$ cat config.mk
export PLATFORM = sky130hd
export DESIGN_NAME = lztd_ctrl
export DESIGN_NICKNAME = d
export VERILOG_FILES = /design/src/design/lz_token_decompressor_unit_macros.svh /design/src/design/lztd_pkg.sv /design/src/design/lztd_ctrl.sv
export SDC_FILE = /design/constraint.sdc
export NUM_CORES = 1
export LEC_CHECK = 0
export ABC_AREA = 1
export BUFFER_PORTS_ARGS = -buffer_cell sky130_fd_sc_hd__buf_2
export CAP_MARGIN = 20
export CORE_AREA = 2 2 39 41
export DETAILED_ROUTE_END_ITERATION = 10
export DIE_AREA = 0 0 41 43
export PLACE_DENSITY = 0.64
export SETUP_SLACK_MARGIN = 0.02
export SYNTH_ARGS = -nofsm -noshare
export SYNTH_HDL_FRONTEND = slang
export SYNTH_SLANG_ARGS = --single-unit
$ cat constraint.sdc
create_clock -name clk -period 1.7 [get_ports clk]
set_input_delay 0.085 -clock clk [delete_from_list [all_inputs] [get_ports clk]]
set_output_delay 0.085 -clock clk [all_outputs]
set_load 0.005 [all_outputs]
$ cat src/design/lz_token_decompressor_unit_macros.svh
// Assertion macros for the LZ token decompressor.
// Used by the top level; no other dependencies.
`ifndef LZ_TOKEN_DECOMPRESSOR_UNIT_MACROS_SVH
`define LZ_TOKEN_DECOMPRESSOR_UNIT_MACROS_SVH

// Same-cycle implication, disabled during reset.
`define LZTD_ASSERT_IMPL(label, clk, rst, ante, cons, msg) \
  label: assert property (@(posedge clk) disable iff (rst) (ante) |-> (cons)) \
    else $error(msg);

// Next-cycle implication, disabled during reset.
`define LZTD_ASSERT_NEXT(label, clk, rst, ante, cons, msg) \
  label: assert property (@(posedge clk) disable iff (rst) (ante) |=> (cons)) \
    else $error(msg);

`endif

$ cat src/design/lztd_pkg.sv
// Shared types and constants for the LZ token decompressor.
// No dependencies; compiled first.
package lztd_pkg;

  localparam int WINDOW_DEPTH_DEF = 65536;
  localparam int OUT_LANES_DEF    = 8;

  localparam int DATA_W     = 64;
  localparam int CNT_W      = 4;
  localparam int CFG_ADDR_W = 3;
  localparam int LEN_W      = 9;

  localparam logic [1:0] DIST_EXT     = 2'b11;
  localparam logic [7:0] MLEN_BIAS    = 8'd2;
  localparam logic       REG_OUT_SIZE = 1'b0;

  typedef enum logic [2:0] {
    PH_TOKEN,
    PH_LITEXT,
    PH_MATEXT,
    PH_LIT,
    PH_DLOW,
    PH_DHIGH,
    PH_SETUP,
    PH_COPY
  } phase_t;

  typedef struct packed {
    logic tok_load;
    logic litext_load;
    logic matext_load;
    logic lit_emit;
    logic dlow_load;
    logic dhigh_load;
    logic setup;
    logic copy_en;
  } cmd_t;

  typedef struct packed {
    logic b_lit_zero;
    logic b_lit_one;
    logic b_mat_zero;
    logic b_le1;
    logic b_zero;
    logic tok_mat_zero;
    logic tok_dist_ext;
    logic lit_zero;
    logic lit_one;
    logic match_zero;
    logic limit;
    logic out_free;
    logic copy_done;
  } sts_t;

endpackage

$ cat src/design/lztd_ctrl.sv
// Parser and copy sequencer state machine.
// Depends on lztd_pkg; drives commands to lztd_dp and reads its status.
module lztd_ctrl (
  input  logic           clk,
  input  logic           rst,
  input  logic           in_valid,
  output logic           in_ready,
  input  lztd_pkg::sts_t sts,
  output lztd_pkg::cmd_t cmd
);
  import lztd_pkg::*;

  phase_t state, state_next;
  logic   fire;

  always_ff @(posedge clk) begin
    if (rst) begin
      state <= PH_TOKEN;
    end else begin
      state <= state_next;
    end
  end

  assign fire = in_valid && in_ready;

  always_comb begin
    state_next = state;
    cmd        = '0;
    in_ready   = 1'b0;
    case (state)
      PH_TOKEN: begin
        in_ready = 1'b1;
        // past the size limit, stream bytes are swallowed here
        if (fire && !sts.limit) begin
          cmd.tok_load = 1'b1;
          if (sts.b_lit_zero) begin
            state_next = PH_LITEXT;
          end else if (sts.b_mat_zero) begin
            state_next = PH_MATEXT;
          end else if (!sts.b_lit_one) begin
            state_next = PH_LIT;
          end else begin
            state_next = PH_DLOW;
          end
        end
      end
      PH_LITEXT: begin
        in_ready = 1'b1;
        if (fire) begin
          cmd.litext_load = 1'b1;
          if (sts.tok_mat_zero) begin
            state_next = PH_MATEXT;
          end else if (!sts.b_le1) begin
            state_next = PH_LIT;
          end else begin
            state_next = PH_DLOW;
          end
        end
      end
      PH_MATEXT: begin
        in_ready = 1'b1;
        if (fire) begin
          cmd.matext_load = 1'b1;
          if (!sts.lit_zero) begin
            state_next = PH_LIT;
          end else if (!sts.b_zero) begin
            state_next = PH_DLOW;
          end else begin
            state_next = PH_TOKEN;
          end
        end
      end
      PH_LIT: begin
        in_ready = sts.out_free;
        if (fire) begin
          cmd.lit_emit = 1'b1;
          if (sts.lit_one) begin
            state_next = sts.match_zero ? PH_TOKEN : PH_DLOW;
          end
        end
      end
      PH_DLOW: begin
        in_ready = 1'b1;
        if (fire) begin
          cmd.dlow_load = 1'b1;
          state_next    = sts.tok_dist_ext ? PH_DHIGH : PH_SETUP;
        end
      end
      PH_DHIGH: begin
        in_ready = 1'b1;
        if (fire) begin
          cmd.dhigh_load = 1'b1;
          state_next     = PH_SETUP;
        end
      end
      PH_SETUP: begin
        cmd.setup  = 1'b1;
        state_next = PH_COPY;
      end
      PH_COPY: begin
        cmd.copy_en = 1'b1;
        if (sts.copy_done) begin
          state_next = PH_TOKEN;
        end
      end
      default: begin
        state_next = PH_TOKEN;
      end
    endcase
  end

endmodule

==> impl_metrics.yaml <==
outcome:
  status: "complete, no violations"
global_route:
  grt_pass1_vias: 543
  antenna_found_initial: 0
  grt_pass1_wl_um: 2063
  grt_usage_pct: 16.93
  grt_max_degree: 12
  grt_overflow: 0
route:
  route.met2.wl_um: 571
  num_vias: 608
  wl_met3_um: 91
  final_antenna_net_count: 0
  met1_length_um: 563
  wirelength_um: 1227
  drc: 0
  avgViaCountPerCell: 4.641
  top_layer_used: "met3"
  drt_first_pass_iters: 4
  wl_per_cell_um: 9.366
  drtIter0Drc: 5
die:
  initial_utilization_pct: 35.62
  dieHeight_um: 43
  dieArea_um2: 1763
  die_x_um: 41
  ios: 25
  rows: 14
  coreArea_um2: 1384
layout:
  num-nets-final: 132
  layout_commonest_cell: "buf_2"
  drive_gt1_share_pct: 37.39
  largest_reg_flops: 3
  top_regs: "state x3"
  syn_to_final_growth_pct: 27.67
  mostFrequentLayoutCells: "buf_2 (24), inv_1 (16), nand2_1 (15)"
  regMostFlops: "state"
  antenna_cells_inserted: 0
sta:
  timing.slew.headroom_pct: 70.97
  fin_crit_sh_pct: 87.58
  fin_skew_ns: 0.006523
  final.min_clock_period_ns: 1.489
  worst_slack_ns: 0.2112
  max_slew.worst_pin.slew_ns: 0.4348
  setup_tns_ns: 0
  max_clock_freq_ghz: 0.6717
  rsz0062_at_grt: "false"
  report.final.setup_viol: 0
  hold_viol_final: 0
  maxSlewViolCount: 0
pwr:
  cellLeakagePower_uw: 0.0004181
  power-per-cell-area_nw_per_um2: 1238
  ir_worst_vdd_mv: 0.3754
logic_synthesis:
  syn_area_per_cell_um2: 5.477
  seq_area_frac_synth_pct: 12.18
  synth_xor_area_share_pct: 0
  ys_ff_latch: 3
  synth_area_um2: 493.0
  synth_top_family_by_area: "simple AND/OR/NAND/NOR gates"
  syn_inst: 90
  ys_types: 21
  synth_nets: 106
  synth_compound_area_share_pct: 8.122
  yosys.area_share.simple_pct: 57.61
  yosysWarnings: 0
  muxShareOfSynthArea_pct: 0
  synth_fa_ha_area_share_pct: 0
cts:
  cts_sinks: 3
  cts_root_buf: "clkbuf_4"
  insertion_delay_ns: 0.23
  cts_hold_buf: 0
  htree_levels: 1
  cts_buffers: 3
  post_cts_buffers: 0
  cts_tree: "built"
  clk_pin_slew_ns: 0.04
  cts_max_path_buffers: 2
  post_cts_resized: 0
worst_setup_path:
  path_class: "register to output port"
  cp-startpoint: "state[1]"
  startpoint_type: "register"
  critPathArrivalTime_ns: 1.40
  crit_path_end_kind: "output port"
  cp_max_fo: 10
  reg2reg_from: "state[1]"
  required_ns: 1.62
placed_design:
  dp_hpwl_um: 982.2
  detailedPlace.worstSlack_ns: 0.2586
  gp_congestion: 0.8540
  port_buffers: 24
run:
  max-cap-violations: 0
hold_path:
  hold_start: "rst"
  worstHoldPathType: "input port to register"
-- synthesized netlist by cell type --
cell	n	area, µm²
a21oi_1	3	15.01
and3_1	1	6.260
buf_4	1	7.510
buf_6	2	22.52
dfxtp_1	3	60.06
inv_1	16	60.06
inv_2	5	18.77
nand2_1	15	56.30
nand2_2	4	25.02
nand2_4	1	11.26
nand3_1	12	60.06
nand3_2	2	20.02
nand4_1	3	18.77
nor2_1	12	45.04
nor2_2	3	18.77
nor2_4	1	11.26
nor3_1	1	5.000
nor4_1	1	6.260
o211ai_1	1	7.510
o21a_1	1	7.510
o21ai_0	2	10.01
-- per-stage QoR --
step | std cells | hold WS, ns | power (µW) | cell area, µm² | util [%]
after global placement | 127 | 0.2651 | 648.3 | 603.1 | 43.58
after detailed placement | 127 | 0.2653 | 651.7 | 603.1 | 43.58
after floorplan | 90 | 0.1541 | 578.6 | 493.0 | -
after global routing | 131 | 0.02556 | 878.2 | 629.4 | 45.48
final | 131 | 0.02483 | 779.1 | 629.4 | 45.48
after CTS | 131 | 0.01368 | 784.3 | 629.4 | 45.48
-- worst max-delay path, cell delays in order, from the launching register on --
cell	delay [ns]
dfxtp_1	0.58
nand3_1	0.15
nand3_2	0.11
inv_2	0.06
nand2_1	0.07
nor3_1	0.05
buf_2	0.15
-- report_power, final --
part | internal [µW] | switching (µW)
clock | 88.0 | 37.1
sequential | 99.5 | 72.8
combinational | 178 | 304
-- path summary, 6_finish.rpt --
path / endpoint / cells after the start / slack (ns)
hold reg to reg: state[1] / 2 / 0.69
setup / recovery: cmd[7] / 6 / 0.21
setup reg to reg: state[2] / 7 / 0.23
hold / removal: state[1] / 2 / 0.02
-- cell families (layout without fill, tap and decap cells) --
logic type,after synthesis,in the layout
flops,3,3
compound gates,7,7
buf+inv,24,49
simple gates,56,56
-- routing by layer --
layer,global-route usage (%),vias to the layer above
met4,8.667,0
li1,-,328
met3,3.665,0
met2,25.62,25
met1,21.41,255
met5,0,-
-- cell type report --
| cell class | instances | area (µm²) |
|---|---|---|
| fill | 163 | 754.5 |
| tap | 16 | 20.02 |
| multi-input combinational | 63 | 324.1 |
| clock buffer | 4 | 26.28 |
| inverter | 21 | 78.83 |
| sequential | 3 | 60.06 |
| timing repair buffer | 24 | 120.1 |
No activity file was read; power rests on OpenSTA's default activity.
